===== src/rtl/core/scfl_pkg.sv =====
`default_nettype none
package scfl_pkg;

	localparam int NUM_CLASSES = 4;
	localparam int POOL_PIECES = 1024;
	localparam int REG_CLASSES = 4;
	localparam int ACT_CLASSES = (NUM_CLASSES > REG_CLASSES) ? REG_CLASSES : NUM_CLASSES;

	localparam int POOL_AW    = $clog2(POOL_PIECES);
	localparam int LINK_W     = POOL_AW + 1;
	localparam int CLASS_W    = 2;
	localparam int SIZE_W     = 16;
	localparam int HANDLE_W   = 10;
	localparam int STATUS_W   = 2;
	localparam int GCNT_W     = 11;
	localparam int FACTOR_W   = 8;
	localparam int FRAC_BITS  = 4;
	localparam int CFG_IDX_W  = 3;
	localparam int CFG_DATA_W = 16;
	localparam int MEM_W      = CLASS_W + LINK_W;
	localparam int CMP_W      = (LINK_W > HANDLE_W) ? LINK_W : HANDLE_W;

	typedef logic [LINK_W-1:0] link_t;
	typedef logic [REG_CLASSES-1:0][SIZE_W-1:0] size_arr_t;

	typedef struct packed {
		logic [GCNT_W-1:0]   gmin;
		logic [GCNT_W-1:0]   gmax;
		logic [FACTOR_W-1:0] factor;
	} grow_cfg_t;

	localparam link_t NIL_LINK = link_t'(POOL_PIECES);

	localparam logic OP_ALLOC   = 1'b0;
	localparam logic OP_RELEASE = 1'b1;

	localparam logic [STATUS_W-1:0] STATUS_OK        = 2'd0;
	localparam logic [STATUS_W-1:0] STATUS_NO_FIT    = 2'd1;
	localparam logic [STATUS_W-1:0] STATUS_EXHAUSTED = 2'd2;
	localparam logic [STATUS_W-1:0] STATUS_IGNORED   = 2'd3;

	localparam logic [CFG_IDX_W-1:0] CFG_CLASS0_SIZE = 3'd0;
	localparam logic [CFG_IDX_W-1:0] CFG_CLASS1_SIZE = 3'd1;
	localparam logic [CFG_IDX_W-1:0] CFG_CLASS2_SIZE = 3'd2;
	localparam logic [CFG_IDX_W-1:0] CFG_CLASS3_SIZE = 3'd3;
	localparam logic [CFG_IDX_W-1:0] CFG_GROW_MIN    = 3'd4;
	localparam logic [CFG_IDX_W-1:0] CFG_GROW_MAX    = 3'd5;
	localparam logic [CFG_IDX_W-1:0] CFG_GROW_FACTOR = 3'd6;

endpackage
`default_nettype wire


===== src/rtl/core/scfl_class_sel.sv =====
`default_nettype none
module scfl_class_sel (
	input  wire logic [scfl_pkg::SIZE_W-1:0]  req_size,
	input  wire scfl_pkg::size_arr_t          sizes,
	output logic                              fit,
	output logic      [scfl_pkg::CLASS_W-1:0] cls
);
	import scfl_pkg::*;

	// Walk downward so the lowest fitting index is the one left standing.
	always_comb begin
		fit = 1'b0;
		cls = '0;
		for (int c = ACT_CLASSES - 1; c >= 0; c--) begin
			if (req_size <= sizes[c]) begin
				fit = 1'b1;
				cls = CLASS_W'(c);
			end
		end
	end

endmodule
`default_nettype wire


===== config.mk =====
export PLATFORM = sky130hd
export DESIGN_NAME = scfl_class_sel
export DESIGN_NICKNAME = d
export VERILOG_FILES = /design/src/rtl/core/scfl_pkg.sv /design/src/rtl/core/scfl_class_sel.sv
export SDC_FILE = /design/constraint.sdc
export NUM_CORES = 1
export LEC_CHECK = 0
export BUFFER_PORTS_ARGS = -buffer_cell sky130_fd_sc_hd__clkbuf_2
export CORE_ASPECT_RATIO = 1.5
export CORE_MARGIN = 8
export CORE_UTILIZATION = 50
export DETAILED_ROUTE_END_ITERATION = 7
export PLACE_DENSITY = 0.87
export SYNTH_ARGS = -nofsm -noshare
export SYNTH_HDL_FRONTEND = slang
export SYNTH_SLANG_ARGS = --single-unit

===== constraint.sdc =====
create_clock -name vclk -period 3.68
set_input_delay 0.552 -clock vclk [all_inputs]
set_output_delay 0.552 -clock vclk [all_outputs]
set_load 0.05 [all_outputs]

==> impl_metrics.yaml <==
sta:
  finalCriticalPeriod_ns: 3.05
  rsz_0062_raised_after_global_routing: "false"
  final-max-slew-violation-count: 0
  tightest_slew_ns: 0.432
  layout_worst_path_cycle_share: 0.830
  timing.max_slew.rel_slack: 0.710
  worst_hold_slack_ns: 1.87
  final-hold-violation-count: 0
  timing.final.setup_violations: 0
  max_clock_freq_ghz: 0.328
  fin_setup_tns_ns: 0
routing:
  wl_met1_um: 1710
  drt_pre_antenna_iters: 4
  highest-signal-layer: "met4"
  routed_wl_um: 4500
  drt_first_iter_violations: 58
  met2_length_um: 2490
  detail_routed_via_count_per_cell: 5.24
  wl_per_cell_um: 13.0
  route.detailed.drc: 0
  ant_nets: 0
  detailroute.via_count: 1809
  dr_wl_met3_um: 179
run:
  drv_cap: 0
cells_and_area:
  area.growth.synth_to_final_pct: 28.8
  final_common_cell: "clkbuf_2"
  nClkBuffers: 0
  most_frequent_cells_in_the_layout: "clkbuf_2, ha_1, inv_1, a21oi_1, nand4_1"
  antenna-diode-count: 0
  ff_latch_area_um2: 0
  post_route_cells_drive_above_1_share: 0.282
  final_nets: 451
  n_sequential_cell: 0
  layout.filler_cells: 301
  multi_input_comb_area_um2: 1390
yosys:
  share_of_the_synthesized_netlist_area_taken_by_xor_and_xnor_gates: 0
  synth.mux.area_fraction: 0
  synth-seq-area-share: 0
  synthSimpleGateAreaFrac: 0.164
  compound_cell_area_share_of_the_yosys_netlist: 0.199
  synthAdderAreaFrac: 0.495
  synthesis.instances: 222
  combinational_family_with_the_most_area_after_synthesis: "adder cells"
  synth.net_count: 366
  synth-warning-count: 0
  syn_area_um2: 1620
  netlist-cell-type-count: 24
  post_syn_area_per_cell_um2: 7.28
grt:
  groute.usage.overall: 0.163
  grt_pass1_wl_um: 7600
  grt_antenna_before_repair: 0
  via_count_of_the_first_global_routing_pass: 1851
  grt_max_degree: 5
  total_global_routing_overflow: 0
power_and_ir_drop:
  power.density_cell_area_nw_per_um2: 107
  vdd.ir_drop.worst_v: 0.0000602
  register_share_of_total_power: 0
  comb_power_share: 1.000
  power_frac_clock: 0
  netSwitchingPower_uw: 116
  static_leakage_nw: 1.36
  p_sw_frac: 0.524
  internal-power_uw: 106
setup_path:
  startpoint_type: "input port"
  critical_path.most_common_cell: "clkbuf_2"
  crit_path_top_delay_cell: "a221o_1"
  path_cells: "clkbuf_2, ha_1, a21oi_1, nand2_1, a221o_1, o31a_1, and2_4, nor3b_2, clkbuf_2"
  setup.worst_path.class: "input port to primary output"
  delay_contributed_by_the_slowest_stage_of_the_critical_path_ns: 0.35
  crit_arrival_ns: 2.50
  worst_ep_required_time_ns: 3.13
  critical_path_peak_fanout: 4
  worstSetupEndpointType: "primary output"
die:
  io_pins: 83
  chipHeight_um: 85.6
  die-width_um: 62.4
  floorplan.initialDensity: 0.517
  core_area_um2: 3130
  placement_rows: 25
  die_area_um2: 5350
clock_tree:
  cts_hold_buffers: 0
  post_cts_resize_count: 0
  post_cts_buffers: 0
placement:
  globalplace.congestion: 0.881
  dp.final_hpwl_um: 4300
  number_of_port_buffers: 83
run_status:
  outcome: "finished clean"
worst_hold_path:
  worst_hold_path_type: "input port to primary output"
[power by group through the flow]
stage | combinational (mW) | sequential [mW] | clock, mW
global placement | 0.213 | 0 | 0
global route | 0.255 | 0 | 0
finish | 0.222 | 0 | 0
detailed placement | 0.222 | 0 | 0
floorplan | 0.136 | 0 | 0
CTS | 0.223 | 0 | 0
[critical path, delay by kind of cell]
family	cells	cell delay (ns)
AO/OA/AOI/OAI	3	0.82
adder cells (fa/ha/maj)	1	0.34
AND/OR/NAND/NOR	3	0.38
buffers and inverters	2	0.42
[cell families after synthesis]
logic type | after synthesis
and+or+nand+nor | 46
adders and majority gates | 64
AOI/OAI and AO/OA | 51
buffers and inverters | 61
[stage by stage]
step / utilization / power, mW / cell area [um^2] / worst slack (ns) / std cells
floorplan: - / 0.136 / 1620 / 0.524 / 222
global placement: 0.666 / 0.213 / 2080 / 0.668 / 345
detailed placement: 0.666 / 0.222 / 2080 / 0.625 / 345
CTS: 0.666 / 0.223 / 2080 / 0.625 / 345
global route: 0.666 / 0.255 / 2080 / 0.417 / 345
finish: 0.666 / 0.222 / 2080 / 0.627 / 345
[cells in the mapped netlist]
library cell / number / share of area
ha_1: 64 / 0.50
inv_1: 61 / 0.14
a21oi_1: 22 / 0.068
nand4_1: 14 / 0.054
a21o_1: 9 / 0.042
nand2_1: 7 / 0.016
nor2b_1: 6 / 0.023
o21ai_0: 6 / 0.019
nand3_1: 5 / 0.015
nor2_1: 4 / 0.0093
a211oi_1: 3 / 0.014
nor4_1: 3 / 0.012
a21boi_0: 2 / 0.0093
a221o_1: 2 / 0.012
and2_1: 2 / 0.0077
o211ai_1: 2 / 0.0093
o31a_1: 2 / 0.011
o31ai_1: 2 / 0.0093
a21oi_2: 1 / 0.0054
and2_4: 1 / 0.0054
nand2b_1: 1 / 0.0039
nand3b_1: 1 / 0.0046
nor3b_2: 1 / 0.0077
or4_1: 1 / 0.0046
[routing by layer]
metal,vias up,track usage
met4,0,0.0438
met1,803,0.160
met5,-,0
met2,49,0.336
li1,949,-
met3,8,0.0222
[layout make-up]
cell class | count | area share
inverter | 61 | 0.110
multi-input combinational | 161 | 0.666
tap | 40 | 0.0240
timing repair buffer | 83 | 0.200
[worst paths after layout]
check,start,to,depth (start not counted)
max,req_size[14],cls[1],9
min,sizes[32],cls[0],7
No activity file was read; power rests on OpenSTA's default activity.
