## src/rtl/core/scfl_pkg.sv

```systemverilog
`default_nettype none
package scfl_pkg;

	localparam int NUM_CLASSES = 4;
	localparam int POOL_PIECES = 1024;
	localparam int REG_CLASSES = 4;
	localparam int ACT_CLASSES = (NUM_CLASSES > REG_CLASSES) ? REG_CLASSES : NUM_CLASSES;

	localparam int POOL_AW    = $clog2(POOL_PIECES);
	localparam int LINK_W     = POOL_AW + 1;
	localparam int CLASS_W    = 2;
	localparam int SIZE_W     = 16;
	localparam int HANDLE_W   = 10;
	localparam int STATUS_W   = 2;
	localparam int GCNT_W     = 11;
	localparam int FACTOR_W   = 8;
	localparam int FRAC_BITS  = 4;
	localparam int CFG_IDX_W  = 3;
	localparam int CFG_DATA_W = 16;
	localparam int MEM_W      = CLASS_W + LINK_W;
	localparam int CMP_W      = (LINK_W > HANDLE_W) ? LINK_W : HANDLE_W;

	typedef logic [LINK_W-1:0] link_t;
	typedef logic [REG_CLASSES-1:0][SIZE_W-1:0] size_arr_t;

	typedef struct packed {
		logic [GCNT_W-1:0]   gmin;
		logic [GCNT_W-1:0]   gmax;
		logic [FACTOR_W-1:0] factor;
	} grow_cfg_t;

	localparam link_t NIL_LINK = link_t'(POOL_PIECES);

	localparam logic OP_ALLOC   = 1'b0;
	localparam logic OP_RELEASE = 1'b1;

	localparam logic [STATUS_W-1:0] STATUS_OK        = 2'd0;
	localparam logic [STATUS_W-1:0] STATUS_NO_FIT    = 2'd1;
	localparam logic [STATUS_W-1:0] STATUS_EXHAUSTED = 2'd2;
	localparam logic [STATUS_W-1:0] STATUS_IGNORED   = 2'd3;

	localparam logic [CFG_IDX_W-1:0] CFG_CLASS0_SIZE = 3'd0;
	localparam logic [CFG_IDX_W-1:0] CFG_CLASS1_SIZE = 3'd1;
	localparam logic [CFG_IDX_W-1:0] CFG_CLASS2_SIZE = 3'd2;
	localparam logic [CFG_IDX_W-1:0] CFG_CLASS3_SIZE = 3'd3;
	localparam logic [CFG_IDX_W-1:0] CFG_GROW_MIN    = 3'd4;
	localparam logic [CFG_IDX_W-1:0] CFG_GROW_MAX    = 3'd5;
	localparam logic [CFG_IDX_W-1:0] CFG_GROW_FACTOR = 3'd6;

endpackage
`default_nettype wire

```

## src/rtl/core/scfl_grow.sv

```systemverilog
`default_nettype none
module scfl_grow (
	input  wire logic                clk,
	input  wire logic                load,
	input  wire scfl_pkg::link_t     total,
	input  wire scfl_pkg::grow_cfg_t cfg,
	input  wire scfl_pkg::link_t     carve,
	output scfl_pkg::link_t          n
);
	import scfl_pkg::*;

	localparam int PROD_W = LINK_W + FACTOR_W;
	localparam int NRAW_W = PROD_W - FRAC_BITS;

	logic [PROD_W-1:0] prod_q;
	logic [NRAW_W-1:0] nraw;
	logic [NRAW_W-1:0] gmin_x;
	logic [NRAW_W-1:0] gmax_x;
	logic [NRAW_W-1:0] left_x;
	logic [NRAW_W-1:0] n_clamp;
	link_t             left;

	// The product is registered; clamping runs in the following cycle.
	always_ff @(posedge clk) begin
		if (load) begin
			prod_q <= PROD_W'(total) * PROD_W'(cfg.factor);
		end
	end

	always_comb begin
		nraw   = prod_q[PROD_W-1:FRAC_BITS];
		gmin_x = NRAW_W'(cfg.gmin);
		gmax_x = NRAW_W'(cfg.gmax);
		left   = NIL_LINK - carve;
		left_x = NRAW_W'(left);
		if (nraw < gmin_x) begin
			n_clamp = gmin_x;
		end else if (nraw > gmax_x) begin
			n_clamp = gmax_x;
		end else begin
			n_clamp = nraw;
		end
		if (n_clamp > left_x) begin
			n_clamp = left_x;
		end
		n = LINK_W'(n_clamp);
	end

endmodule
`default_nettype wire

```

## config.mk

```make
export PLATFORM = sky130hd
export DESIGN_NAME = scfl_grow
export DESIGN_NICKNAME = d
export VERILOG_FILES = /design/src/rtl/core/scfl_pkg.sv /design/src/rtl/core/scfl_grow.sv
export SDC_FILE = /design/constraint.sdc
export NUM_CORES = 1
export LEC_CHECK = 0
export BUFFER_PORTS_ARGS = -buffer_cell sky130_fd_sc_hd__buf_4
export CELL_PAD_IN_SITES_DETAIL_PLACEMENT = 2
export CELL_PAD_IN_SITES_GLOBAL_PLACEMENT = 2
export CORE_MARGIN = 5
export CORE_UTILIZATION = 25
export CTS_CLUSTER_SIZE = 25
export DETAILED_ROUTE_END_ITERATION = 12
export PLACE_DENSITY_LB_ADDON = 0.08
export SYNTH_ARGS = -nofsm -noshare
export SYNTH_HDL_FRONTEND = slang
export SYNTH_SLANG_ARGS = --single-unit
```

## constraint.sdc

```tcl
create_clock -name clk -period 8 [get_ports clk]
set_clock_uncertainty 0.2 [all_clocks]
set_input_delay 1.2 -clock clk [delete_from_list [all_inputs] [get_ports clk]]
set_output_delay 1.2 -clock clk [all_outputs]
set_load 0.02 [all_outputs]
```

==> flow_metrics.env <==
export IMPL_run_status="complete, no violations"
export IMPL_layout_top_registers="prod_q: 15 flops"
export IMPL_required_time_at_the_worst_slack_endpoint_ps=6600
export IMPL_max_flop_register="prod_q"
export IMPL_fin_tns_setup_ps=0
export IMPL_yosys_warnings=0
export IMPL_nets=853
export IMPL_netlist_top_cells_area="sky130_fd_sc_hd__fa_1 21%, sky130_fd_sc_hd__ha_1 17%, sky130_fd_sc_hd__and2_1 8.7%, sky130_fd_sc_hd__edfxtp_1 8.7%, sky130_fd_sc_hd__inv_1 7.6%"
export IMPL_min_delay_path_class="primary input to register"
export IMPL_initial_utilization_pct=25.52
export IMPL_gp_congestion=0.8126
export IMPL_clkSinkCount=15
export IMPL_synth_top_area_cell="sky130_fd_sc_hd__fa_1"
export IMPL_initial_antenna_violation_count=0
export IMPL_dpl_hpwl_mm=14.63
export IMPL_syn_to_final_growth_pct=16.27
export IMPL_port_buffers=64
export IMPL_num_rows=52
export IMPL_route_final_wire_length_mm=16.97
export IMPL_final_hold_vio_count=0
export IMPL_grt_pass1_wl_mm=27.86
export IMPL_detailedRoute_firstPassIterationCount=4
export IMPL_overflow=0
export IMPL_die_extent_in_x_um=154.2
export IMPL_grt_util_all_layers_pct=14.16
export IMPL_worstSetupEndpointType="output port"
export IMPL_maxCapViolations=0
export IMPL_layout_drive_gt1_share_pct=13.63
export IMPL_start_kind="primary input"
export IMPL_inserted_clock_buffers=3
export IMPL_period_needed_ps=7082
export IMPL_cts_tree="built"
export IMPL_route_vias_total=4638
export IMPL_synth_async_sr_flop_share_pct=0
export IMPL_postSynthNetCount=801
export IMPL_route_detailed_wl_per_inst_um=17.95
export IMPL_dieArea_mm2=0.02377
export IMPL_post_cts_repair_setup_buffers=0
export IMPL_vdd_ir_max_mv=0.06436
export IMPL_first_global_vias=5330
export IMPL_cts_root_buffer_cell="sky130_fd_sc_hd__clkbuf_16"
export IMPL_synth_seq_area_share_pct=8.666
export IMPL_route_detailed_vias_per_inst=4.908
export IMPL_die_h_um=154.2
export IMPL_tightestPinTransition_ps=820.8
export IMPL_rsz0062_at_grt="false"
export IMPL_top_area_cell_type_share_of_the_netlist_area_pct=20.80
export IMPL_final_max_slew_violation_count=0
export IMPL_synth_edf_count=15
export IMPL_timing_worst_setup_path_type="primary input to output port"
export IMPL_fin_total_pwr_mw=1.490
export IMPL_flip_flop_count_of_the_largest_register_after_layout=15
export IMPL_ctsHoldBuffers=0
export IMPL_fmax_mhz=141.2
export IMPL_cp_data_arrival_time_ps=5680
export IMPL_clkSlewWorstSetupHoldPaths_ps=50
export IMPL_synth_seq_cells=15
export IMPL_post_route_period_util_pct=88.52
export IMPL_core_region_area_mm2=0.02036
export IMPL_synth_area_mm2=0.005197
export IMPL_detailedRoute_firstIterationViolations=85
export IMPL_critical_path_peak_fanout=11
export IMPL_grt_max_degree=23
export IMPL_worst_slew_margin_rel_pct=44.77
export IMPL_power_per_cell_area_mw_per_mm2=246.6
export IMPL_max_clock_path_buffers=2
export IMPL_netlist_cell_type_count=49
export IMPL_ioPinCount=65
export IMPL_route_detailed_drc=0
export IMPL_netlist_instances=624
export IMPL_setup_violators_final=0
export IMPL_depth_of_the_cts_h_tree=1
export IMPL_synth_top_flop_cell="sky130_fd_sc_hd__edfxtp_1"
export IMPL_post_synth_cell_area_avg_um2=8.329
export IMPL_cts_repair_resize_count=0
export IMPL_fillerInstances=2392
export IMPL_post_dp_cell_area_mm2=0.005963
export IMPL_finish_instance_area_mm2=0.006043
export IMPL_antenna_cells_inserted=0
export IMPL_power_leakage_nw=2.813
export IMPL_drt_antenna_violating_nets=0
export IMPL_hold_ws_ps=1120
[cells in the final DEF, fill, tap and decap left out, types with 7 or more instances in the layout]
master	synthesis	routed
sky130_fd_sc_hd__a2111oi_0	8	8
sky130_fd_sc_hd__a211oi_1	15	14
sky130_fd_sc_hd__a21o_1	7	7
sky130_fd_sc_hd__a21oi_1	20	20
sky130_fd_sc_hd__a221oi_1	7	7
sky130_fd_sc_hd__and2_1	72	72
sky130_fd_sc_hd__buf_4	0	72
sky130_fd_sc_hd__edfxtp_1	15	15
sky130_fd_sc_hd__fa_1	54	54
sky130_fd_sc_hd__ha_1	69	69
sky130_fd_sc_hd__inv_1	105	105
sky130_fd_sc_hd__mux2_2	10	10
sky130_fd_sc_hd__nand2_1	55	55
sky130_fd_sc_hd__nand4_1	7	7
sky130_fd_sc_hd__nor2_1	27	27
sky130_fd_sc_hd__nor3_1	15	15
sky130_fd_sc_hd__o21ai_0	14	14
sky130_fd_sc_hd__o31ai_1	7	7
sky130_fd_sc_hd__o41ai_1	14	14
sky130_fd_sc_hd__xnor2_1	12	12
sky130_fd_sc_hd__xor2_1	8	8
[worst max-delay path, stage by stage]
cell and delay, ps:
sky130_fd_sc_hd__buf_4 90, sky130_fd_sc_hd__inv_1 50, sky130_fd_sc_hd__ha_1 320, sky130_fd_sc_hd__nand4_1 260, sky130_fd_sc_hd__buf_4 280, sky130_fd_sc_hd__nor4_4 490
sky130_fd_sc_hd__a2111oi_0 160, sky130_fd_sc_hd__a211oi_1 470, sky130_fd_sc_hd__a21oi_1 150, sky130_fd_sc_hd__ha_1 340, sky130_fd_sc_hd__o21ai_0 160, sky130_fd_sc_hd__a21oi_1 70
sky130_fd_sc_hd__o41ai_1 420, sky130_fd_sc_hd__a211oi_2 280, sky130_fd_sc_hd__nor2_1 520, sky130_fd_sc_hd__a221oi_1 210, sky130_fd_sc_hd__buf_4 210
[final cells by class]
| class | instances | area (µm²) | area share [%] |
|---|---|---|---|
| multi-input cells | 479 | 4240 | 70.17 |
| repair buffers | 72 | 540.5 | 8.944 |
| flip-flops and latches | 15 | 450.4 | 7.453 |
| inverters | 105 | 394.1 | 6.522 |
| well taps | 270 | 337.8 | 5.590 |
| clock buffers | 3 | 75.07 | 1.242 |
| clock inverters | 1 | 5.005 | 0.08282 |
[where the power goes]
group          switching (mW)  leakage [nW]  internal [mW]
Clock                  0.0278        0.0409         0.0665
Sequential             0.0591         0.147          0.162
Combinational           0.693          2.63          0.482
[path summary, 6_finish.rpt]
check	start	depth (start not counted)	end
setup / recovery	cfg[14]	17	n[5]
hold / removal	load	1	prod_q[18]
[Yosys cell counts, types with 14 or more instances]
cell,n
sky130_fd_sc_hd__and2_1,72
sky130_fd_sc_hd__edfxtp_1,15
sky130_fd_sc_hd__clkbuf_1,21
sky130_fd_sc_hd__inv_1,105
sky130_fd_sc_hd__nand2_1,55
sky130_fd_sc_hd__o41ai_1,14
sky130_fd_sc_hd__ha_1,69
sky130_fd_sc_hd__fa_1,54
sky130_fd_sc_hd__a21oi_1,20
sky130_fd_sc_hd__a211oi_1,15
sky130_fd_sc_hd__o21ai_0,14
sky130_fd_sc_hd__nor3_1,15
sky130_fd_sc_hd__nor2_1,27
[cell families after synthesis]
logic type                 count (synthesis)  synth area share [%]
adders and majority gates                123                 37.41
DFF                                       15                 8.666
muxes                                     14                 2.937
buffers and inverters                    130                 9.846
AOI/OAI and AO/OA                        125                 17.84
xor gates and xnor gates                  20                 3.370
and+or+nand+nor                          197                 19.93
[metal layers]
| layer | share of wire, % | vias up | track usage, % |
|---|---|---|---|
| met3 | 1.8 | 6 | 0.6706 |
| met2 | 53 | 57 | 27.75 |
| met1 | 44 | 2326 | 17.39 |
| li1 | - | 2249 | - |
| met5 | 0 | - | 0 |
| met4 | 0.81 | 0 | 1.934 |
[through the flow]
| step | std cells | utilization [%] | setup slack (ps) |
|---|---|---|---|
| after floorplan | 624 | - | 1818 |
| after global placement | 941 | 29.28 | 1034 |
| after detailed placement | 941 | 29.28 | 843.9 |
| after CTS | 945 | 29.68 | 819.1 |
| after global routing | 945 | 29.68 | 567.7 |
| final | 945 | 29.68 | 918.4 |
Note: power is estimated with default switching activity, not from simulation.
