[config.mk]
export PLATFORM = sky130hd
export DESIGN_NAME = scfl_ram
export DESIGN_NICKNAME = d
export VERILOG_FILES = /design/src/rtl/core/scfl_ram.sv
export SDC_FILE = /design/constraint.sdc
export NUM_CORES = 1
export LEC_CHECK = 0
export BUFFER_PORTS_ARGS = -buffer_cell sky130_fd_sc_hd__buf_4
export CAP_MARGIN = 40
export CORE_ASPECT_RATIO = 1.4
export CORE_MARGIN = 1
export CORE_UTILIZATION = 45
export DETAILED_ROUTE_END_ITERATION = 8
export GPL_TIMING_DRIVEN = 0
export PLACE_DENSITY = 0.66
export SLEW_MARGIN = 15
export SYNTH_ARGS = -nofsm -noshare
export SYNTH_HDL_FRONTEND = slang
export SYNTH_SLANG_ARGS = --single-unit
[constraint.sdc]
create_clock -name clk -period 2.8 [get_ports clk]
set_input_delay 0.84 -clock clk [delete_from_list [all_inputs] [get_ports clk]]
set_output_delay 0.84 -clock clk [all_outputs]
set_load 0.02 [all_outputs]
[src/rtl/core/scfl_ram.sv]
`default_nettype none
module scfl_ram #(
	parameter int WIDTH = 8,
	parameter int DEPTH = 16
) (
	input  wire logic                     clk,
	input  wire logic                     we,
	input  wire logic [$clog2(DEPTH)-1:0] waddr,
	input  wire logic [WIDTH-1:0]         wdata,
	input  wire logic                     re,
	input  wire logic [$clog2(DEPTH)-1:0] raddr,
	output logic      [WIDTH-1:0]         rdata
);

	logic [WIDTH-1:0] mem [DEPTH];

	always_ff @(posedge clk) begin
		if (we) begin
			mem[waddr] <= wdata;
		end
		if (re) begin
			rdata <= mem[raddr];
		end
	end

endmodule
`default_nettype wire

==> impl_metrics.json, run 1 <==
{
  "area.growth.synth_to_final_pct": 18.21,
  "holdPathEnd": "rdata[6]",
  "timing.rr.end": "rdata[3]",
  "antenna_cells": 0,
  "grt_max_degree": 17,
  "slowest_stage": "nor2_1",
  "synth_edf_count": 136,
  "tritoncts": "done",
  "synth_area_um2": 5228,
  "fmax_mhz": 478.7,
  "ys_top_cells_by_area": "edfxtp_1 78%, mux4_2 7.8%, mux4_1 7.0%, a22oi_1 2.3%, nor2_1 0.93%",
  "yosys.area.top_type": "edfxtp_1",
  "fin_skew_ns": 0.007456,
  "die_w_um": 93.09,
  "drtIter0Drc": 217,
  "ys_seq_area_share_pct": 78.12,
  "placement.io_buffers": 25,
  "setup_ws_ns": 0.7112,
  "whs_ns": 0.7048,
  "r2r_cells": 3,
  "power.leakage_nw": 2.040,
  "cts-root-buf": "clkbuf_16",
  "cts_setup_buffers": 0,
  "hold_depth": 1,
  "place_ws_ns": 0.2502,
  "required_ns": 2.84,
  "die_h_um": 129.5,
  "power.internal_mw": 3.694,
  "hold_viol_final": 0,
  "synth_most_common_cell": "edfxtp_1",
  "cts_sinks": 136,
  "fin_nets": 293,
  "vias": 2440,
  "hpwl_um": 6369,
  "core_um2": 11340,
  "io_pins": 27,
  "postCtsHoldBufs": 0,
  "slew_viol_final": 0,
  "antenna_found_initial": 0,
  "clk_latency_ns": 0.41,
  "seq_power_share_pct": 49.8,
  "rrSetupSlack_ns": 1.18,
  "post-route-drc-count": 0,
  "hp-class": "in2reg",
  "cp.arrival_ns": 2.13,
  "start_util_pct": 46.10,
  "relSlewSlack_pct": 46.19,
  "holdCritStartpoint": "re",
  "via_per_inst": 5.661,
  "yosysTopAreaCellShare_pct": 78.12,
  "critPathCaptureType": "flip-flop",
  "fill_cells": 847,
  "ir_drop_mv": 0.5244,
  "sw_frac_of_total_pct": 20.11,
  "ys.flop_type": "edfxtp_1",
  "clockPowerShare_pct": 44.9,
  "start_kind": "input port",
  "cp_top_family": "simple AND/OR/NAND/NOR gates",
  "grt_pass1_wl_um": 14590,
  "switchingPower_mw": 0.9301,
  "status": "finished clean",
  "cap_violations": 0,
  "rows": 46,
  "synthCells": 229,
  "rsz0062_at_grt": "no",
  "dieArea_um2": 12060,
  "yosysWarnings": 0,
  "avgSynthCellArea_um2": 22.83,
  "grt_use_total_pct": 18.34,
  "tightestPinTransition_ns": 0.8042,
  "grt_pass1_vias": 2488,
  "post_cts_resized": 0,
  "crit_buf_inv": 1,
  "cpPeakStageDelay_ns": 0.64,
  "synth_common_cells": "136 x edfxtp_1, 18 x mux4_2, 16 x a22oi_1, 14 x mux4_1, 13 x nor2_1",
  "htree_levels": 4,
  "fin_crit_sh_pct": 74.60,
  "drt-pass1-iter-count": 4,
  "cp_cell_sequence": "buf_4 > or3b_2 > nor2_1",
  "path_class": "in2reg",
  "synthArstFlopShare_pct": 0,
  "place.gp.congestion": 0.8027,
  "wirelength_um": 9918,
  "cts_buffers": 17,
  "r2r-start": "mem[1][3]",
  "p_comb_share_pct": 5.2,
  "wl_per_cell_um": 23.01,
  "cts_buffer_depth": 2,
  "postRouteAntennaNets": 0,
  "p_per_area_nw_per_um2": 748.3,
  "yosysUniqueCellTypes": 18,
  "setup_violations": 0,
  "crit_fanout": 8,
  "path_clk_slew_ns": 0.06,
  "synth_nets": 248,
  "final_layout_size_suffix_gt1_share_pct": 29.97,
  "fin_crit_ns": 2.089,
  "synth-seq-cells": 136,
  "grt-ovfl-total": 0,
  "p_total_mw": 4.624
}
-- cell usage in the layout (no fill, tap or decap), drive strengths merged --
cell type	netlist	final
or3b	1	1
edfxtp	136	136
clkinvlp	0	6
clkdlybuf4s25	3	3
nor2	13	13
nand2b	2	2
and2b	1	1
nor2b	1	1
a22oi	16	16
and2	1	1
nor3	4	4
clkinv	0	5
buf	7	33
bufinv	0	2
clkbuf	0	19
mux4	32	32
nand2	9	9
nand3	1	1
nand3b	2	2
-- state kept, by name, indices dropped and copies added, names as in the netlist --
signal  cells
rdata       8
mem       128
-- cell families after synthesis --
kind of cell           share of synthesized area [%]
AO/OA/AOI/OAI                                  2.298
buffers and inverters                          1.651
AND/OR/NAND/NOR                                3.136
multiplexers                                   14.79
flip-flops                                     78.12
-- worst max path at each step --
stage | startpoint | to | slack (ns) | cells after the start
CTS | waddr[2] | mem[2][2] | 0.68 | 3
finish | waddr[2] | mem[2][2] | 0.71 | 3
global route | waddr[2] | mem[1][1] | 0.67 | 3
global placement | waddr[2] | mem[0][2] | -0.14 | 3
floorplan | waddr[2] | mem[0][0] | 0.47 | 2
detailed placement | waddr[2] | mem[2][3] | 0.25 | 3
-- power by group through the flow --
stage	combinational [mW]	sequential, mW	clock (mW)
global placement	0.235	2.34	0
detailed placement	0.243	2.35	0
global route	0.259	2.31	2.18
finish	0.242	2.31	2.08
CTS	0.246	2.31	2.10
floorplan	0.116	2.36	0
-- area by class of cell --
class	count	area [um^2]	share of cell area [%]
timing repair buffer	26	192.7	3.118
tap	144	180.2	2.916
clock buffer	19	432.9	7.005
clock inverter	13	131.4	2.126
multi-input combinational	83	1072	17.35
buffer	10	86.33	1.397
sequential	136	4084	66.09
-- layer usage --
metal / routed length (um) / vias up / share of wire [%] / global-route usage, %
li1: - / 1071 / - / -
met1: 3756 / 1250 / 38 / 21.25
met2: 5208 / 96 / 53 / 30.06
met3: 557 / 23 / 5.6 / 5.869
met4: 395 / 0 / 4.0 / 10.59
met5: 0 / - / 0 / 0
-- stage by stage --
| stage | instance area, um^2 | cells | utilization (%) | setup TNS [ns] |
|---|---|---|---|---|
| final | 6180 | 431 | 54.50 | 0 |
| after global routing | 6180 | 431 | 54.50 | 0 |
| after CTS | 6180 | 431 | 54.50 | 0 |
| after detailed placement | 5615 | 399 | 49.53 | 0 |
| after global placement | 5595 | 398 | 49.35 | -1.098 |
| after floorplan | 5228 | 229 | - | 0 |
No activity file was read; power rests on OpenSTA's default activity.
==> inputs of run 2 (changes only) <==
==> constraint.sdc (replaced) <==
create_clock -name clk -period 2.1 [get_ports clk]
set_input_delay 0.63 -clock clk [delete_from_list [all_inputs] [get_ports clk]]
set_output_delay 0.63 -clock clk [all_outputs]
set_load 0.02 [all_outputs]
==> run 2 against run 1 <==
Net effect:
- highest routed layer unchanged
- combinational power increased by 32%
- clock-buffer cell count down 2
- critical path type unchanged
- worst setup slack got worse by 0.51 ns
- non-clock buffer count unchanged
==> impl_metrics.json, run 2 (synthesis gave the netlist of run 1 again) <==
{
  "via_per_inst": 5.664,
  "clk_latency_ns": 0.41,
  "fin_crit_sh_pct": 90.51,
  "wirelength_um": 9834,
  "gr-usage-met2_pct": 29.93,
  "rows": 46,
  "htree_levels": 4,
  "die_h_um": 129.5,
  "cp_top_family": "simple AND/OR/NAND/NOR gates",
  "path_class": "in2reg",
  "drt-pass1-iter-count": 4,
  "power.leakage_nw": 2.051,
  "place.gp.congestion": 0.8381,
  "hpwl_um": 6460,
  "wl_per_cell_um": 22.82,
  "tightestPinTransition_ns": 0.8325,
  "antenna_cells": 0,
  "cp_cell_sequence": "buf_4 > or3b_2 > nor2_1",
  "fill_cells": 823,
  "crit_fanout": 8,
  "path_clk_slew_ns": 0.06,
  "post-route-drc-count": 0,
  "cts-root-buf": "clkbuf_16",
  "status": "finished clean",
  "fmax_mhz": 526.1,
  "grt_pass1_vias": 2417,
  "final_common_cell": "edfxtp_1",
  "slew_viol_final": 0,
  "cts_buffers": 17,
  "final_cell_mix": "136 x edfxtp_1, 26 x buf_4, 18 x mux4_2",
  "required_ns": 2.14,
  "drtIter0Drc": 260,
  "postRouteAntennaNets": 0,
  "cap_violations": 0,
  "placement.io_buffers": 25,
  "vias": 2441,
  "final_layout_size_suffix_gt1_share_pct": 30.66,
  "slowest_stage": "nor2_1",
  "dpl_cell_area_um2": 5615,
  "fin_nets": 293,
  "critPathCaptureType": "flip-flop",
  "grt-ovfl-total": 0,
  "core_um2": 11340,
  "grt_pass1_wl_um": 14660,
  "fin_area_um2": 6195,
  "top_regs": "mem: 128 flops, rdata: 8 flops",
  "postCtsHoldBufs": 0,
  "cp.arrival_ns": 1.94,
  "cts_sinks": 136,
  "multi_input_area_um2": 1072,
  "cts_buffer_depth": 2,
  "crit_buf_inv": 1,
  "die_w_um": 93.09,
  "largest_reg_flops": 128,
  "cpPeakStageDelay_ns": 0.66,
  "regMostFlops": "mem",
  "p_per_area_nw_per_um2": 1006,
  "tns_ns": 0,
  "hold_viol_final": 0,
  "dieArea_um2": 12060,
  "tritoncts": "done",
  "io_pins": 27,
  "post_cts_resized": 0,
  "hp-class": "in2reg",
  "ir_drop_mv": 0.5250,
  "rsz0062_at_grt": "no",
  "cts_setup_buffers": 0,
  "use_met3_pct": 4.460,
  "top_usage_layer": "met2",
  "grt_max_degree": 17,
  "regArea_um2": 4084,
  "fin_skew_ns": 0.005436,
  "rrSetupSlack_ns": 0.49,
  "start_util_pct": 46.10,
  "fin_crit_ns": 1.901,
  "grt_use_total_pct": 18.02,
  "start_kind": "input port",
  "antenna_found_initial": 0,
  "area.growth.synth_to_final_pct": 18.50,
  "grt_use_met1_pct": 22.68,
  "relSlewSlack_pct": 44.30,
  "setup_violations": 0
}
==> run 2: final cells by class <==
| cell class | instances | area share (%) |
|---|---|---|
| Tap cell | 144 | 2.909 |
| Sequential cell | 136 | 65.93 |
| Multi-Input combinational cell | 83 | 17.31 |
| Timing Repair Buffer | 26 | 3.110 |
| Clock inverter | 15 | 2.484 |
| Clock buffer | 17 | 6.867 |
| Buffer | 10 | 1.394 |
==> run 2: final timing paths <==
check / startpoint / to / cells after the start
worst min-delay path: re / rdata[2] / 1
worst max-delay path: waddr[2] / mem[2][0] / 3
worst min register to register: mem[14][0] / rdata[0] / 3
worst max register to register: mem[1][2] / rdata[2] / 3
==> run 2: where the power goes <==
part / leakage, nW / switching (mW) / internal [mW] / total (mW)
logic: 0.548 / 0.184 / 0.135 / 0.320
registers: 1.24 / 0.0139 / 3.06 / 3.07
clock network: 0.267 / 1.10 / 1.74 / 2.84
total: 2.05 / 1.30 / 4.94 / 6.23
==> run 2: per-stage QoR <==
stage / hold WS [ns] / total power [mW] / setup slack (ns) / util [%] / std cells
global route: 0.4870 / 6.424 / 0.1718 / 54.63 / 431
global placement: 0.7470 / 3.439 / -0.3645 / 49.39 / 398
finish: 0.4941 / 6.233 / 0.1993 / 54.63 / 431
detailed placement: 0.7442 / 3.453 / -0.2631 / 49.53 / 399
floorplan: 0.7048 / 3.298 / 0.1876 / - / 229
CTS: 0.4842 / 6.285 / 0.1580 / 54.63 / 431
==> run 2: worst reg2reg max path: stages (launching register included) <==
cell and delay [ns]:
edfxtp_1 0.36, mux4_1 0.59, a22oi_1 0.28, nand2_1 0.12
==> run 2: layer usage <==
layer	routed length, um	part of all wire, %
met1	3866	39
met2	5256	53
met3	509	5.2
met4	202	2.1
met5	0	0
==> inputs of run 3 (changes only) <==
--- a/config.mk
+++ b/config.mk
@@ -9,10 +9,10 @@
 export CAP_MARGIN = 40
 export CORE_ASPECT_RATIO = 1.4
 export CORE_MARGIN = 1
-export CORE_UTILIZATION = 45
+export CORE_UTILIZATION = 41
 export DETAILED_ROUTE_END_ITERATION = 8
 export GPL_TIMING_DRIVEN = 0
-export PLACE_DENSITY = 0.66
+export PLACE_DENSITY = 0.61
 export SLEW_MARGIN = 15
 export SYNTH_ARGS = -nofsm -noshare
 export SYNTH_HDL_FRONTEND = slang
==> run 3 against run 2 <==
Net effect:
- critical endpoint is now mem[2][5]
- clock skew rose by 0.00095 ns
- flip-flop and latch count did not move
- maximum frequency rose by 0.63%
- sequential power barely moved
- die area rose by 9.6%
- critical path type unchanged
- non-clock buffer count did not move
- critical path depth did not move
- final cell count rose by 1.2%
- largest power group unchanged
- sequential share of layout area rose by 0.20 points
- utilization fell by 4.7 points
- register-to-register slack improved by 0.05 ns
- total power fell by 1.6%
==> impl_metrics.json, run 3 (synthesis gave the netlist of run 1 again) <==
{
  "wirelength_um": 10070,
  "cp.arrival_ns": 1.92,
  "placement.io_buffers": 25,
  "tritoncts": "done",
  "hold_viol_final": 0,
  "postRouteAntennaNets": 0,
  "via_per_inst": 5.555,
  "relSlewSlack_pct": 44.49,
  "p_per_area_nw_per_um2": 993.1,
  "io_pins": 27,
  "fin_nets": 293,
  "start_util_pct": 42.25,
  "cts-root-buf": "clkbuf_16",
  "hpwl_um": 6635,
  "area.growth.synth_to_final_pct": 18.14,
  "seq_power_share_pct": 50.1,
  "required_ns": 2.13,
  "wl_per_cell_um": 23.10,
  "critPathCaptureType": "flip-flop",
  "fill_cells": 1013,
  "fin_skew_ns": 0.006387,
  "setup_ws_ns": 0.2112,
  "multi_input_area_um2": 1077,
  "fmax_mhz": 529.4,
  "drtIter0Drc": 255,
  "hp-class": "in2reg",
  "status": "finished clean",
  "clockPowerShare_pct": 44.7,
  "drt-pass1-iter-count": 4,
  "grt_pass1_wl_um": 15010,
  "dp.cells": 404,
  "vias": 2422,
  "place_ws_ns": -0.2548,
  "post_cts_resized": 0,
  "grt_use_total_pct": 16.58,
  "cts_sinks": 136,
  "crit_fanout": 8,
  "grt_pass1_vias": 2551,
  "die_w_um": 97.43,
  "start_kind": "input port",
  "postCtsHoldBufs": 0,
  "final_cell_mix": "136 x edfxtp_1, 27 x buf_4, 18 x mux4_2",
  "cts_buffer_depth": 2,
  "setup_violations": 0,
  "ir_drop_mv": 0.4794,
  "slew_viol_final": 0,
  "cts_buffers": 17,
  "final_common_cell": "edfxtp_1",
  "largest_reg_flops": 128,
  "antenna_found_initial": 0,
  "tns_ns": 0,
  "top_regs": "mem: 128 flops, rdata: 8 flops",
  "die_h_um": 135.6,
  "p_comb_share_pct": 5.2,
  "place.gp.congestion": 0.7836,
  "regMostFlops": "mem",
  "core_um2": 12370,
  "cts_setup_buffers": 0,
  "switchingPower_mw": 1.214,
  "fin_crit_ns": 1.889,
  "rsz0062_at_grt": "no",
  "clk_latency_ns": 0.41,
  "final_cell_count_no_fill": 436,
  "regArea_um2": 4084,
  "tightestPinTransition_ns": 0.8282,
  "grt_max_degree": 17,
  "dieArea_um2": 13210,
  "grt-ovfl-total": 0,
  "final_layout_size_suffix_gt1_share_pct": 29.37,
  "whs_ns": 0.5035,
  "path_clk_slew_ns": 0.06,
  "rows": 48,
  "path_class": "in2reg",
  "cap_violations": 0,
  "post-route-drc-count": 0,
  "sw_frac_of_total_pct": 19.79,
  "power.internal_mw": 4.920,
  "fin_crit_sh_pct": 89.94,
  "htree_levels": 4,
  "power.leakage_nw": 2.055,
  "antenna_cells": 0
}
==> run 3: critical path, cell delays in order <==
cell and delay [ns]:
buf_4 0.12, or3b_2 0.52, nor2_1 0.64
==> run 3: final cells by class <==
class                           count  share of cell area (%)
Timing Repair Buffer               26                   3.160
Clock inverter                     10                   1.702
Multi-Input combinational cell     83                   17.44
Buffer                             10                   1.398
Tap cell                          150                   3.039
Clock buffer                       21                   7.131
Sequential cell                   136                   66.13
==> run 3: worst paths after layout <==
kind / startpoint / to / slack (ns) / depth (start not counted)
worst min register to register: mem[12][0] / rdata[0] / 0.75 / 3
worst min-delay path: re / rdata[3] / 0.50 / 1
worst max-delay path: waddr[2] / mem[2][5] / 0.21 / 3
worst max register to register: mem[1][1] / rdata[1] / 0.54 / 3
==> run 3: power by group through the flow <==
stage	Combinational, mW	Clock, mW	Sequential [mW]
floorplan	0.155	0	3.14
global placement	0.318	0	3.12
detailed placement	0.327	0	3.13
CTS	0.328	2.77	3.07
global route	0.344	2.90	3.08
finish	0.321	2.74	3.07
==> run 3: routing by layer <==
metal	up-vias	track usage, %	share of wire [%]
li1	1068	-	-
met1	1245	19.79	37
met2	94	28.24	55
met3	15	4.180	6.1
met4	0	7.843	2.5
met5	-	0	0
==> run 3: metrics by stage <==
stage	instance area, um^2	total power, mW	utilization (%)
after floorplan	5233	3.298	-
after global placement	5608	3.442	45.33
after detailed placement	5623	3.457	45.45
final	6176	6.134	49.92
after global routing	6176	6.320	49.92
after CTS	6168	6.170	49.86
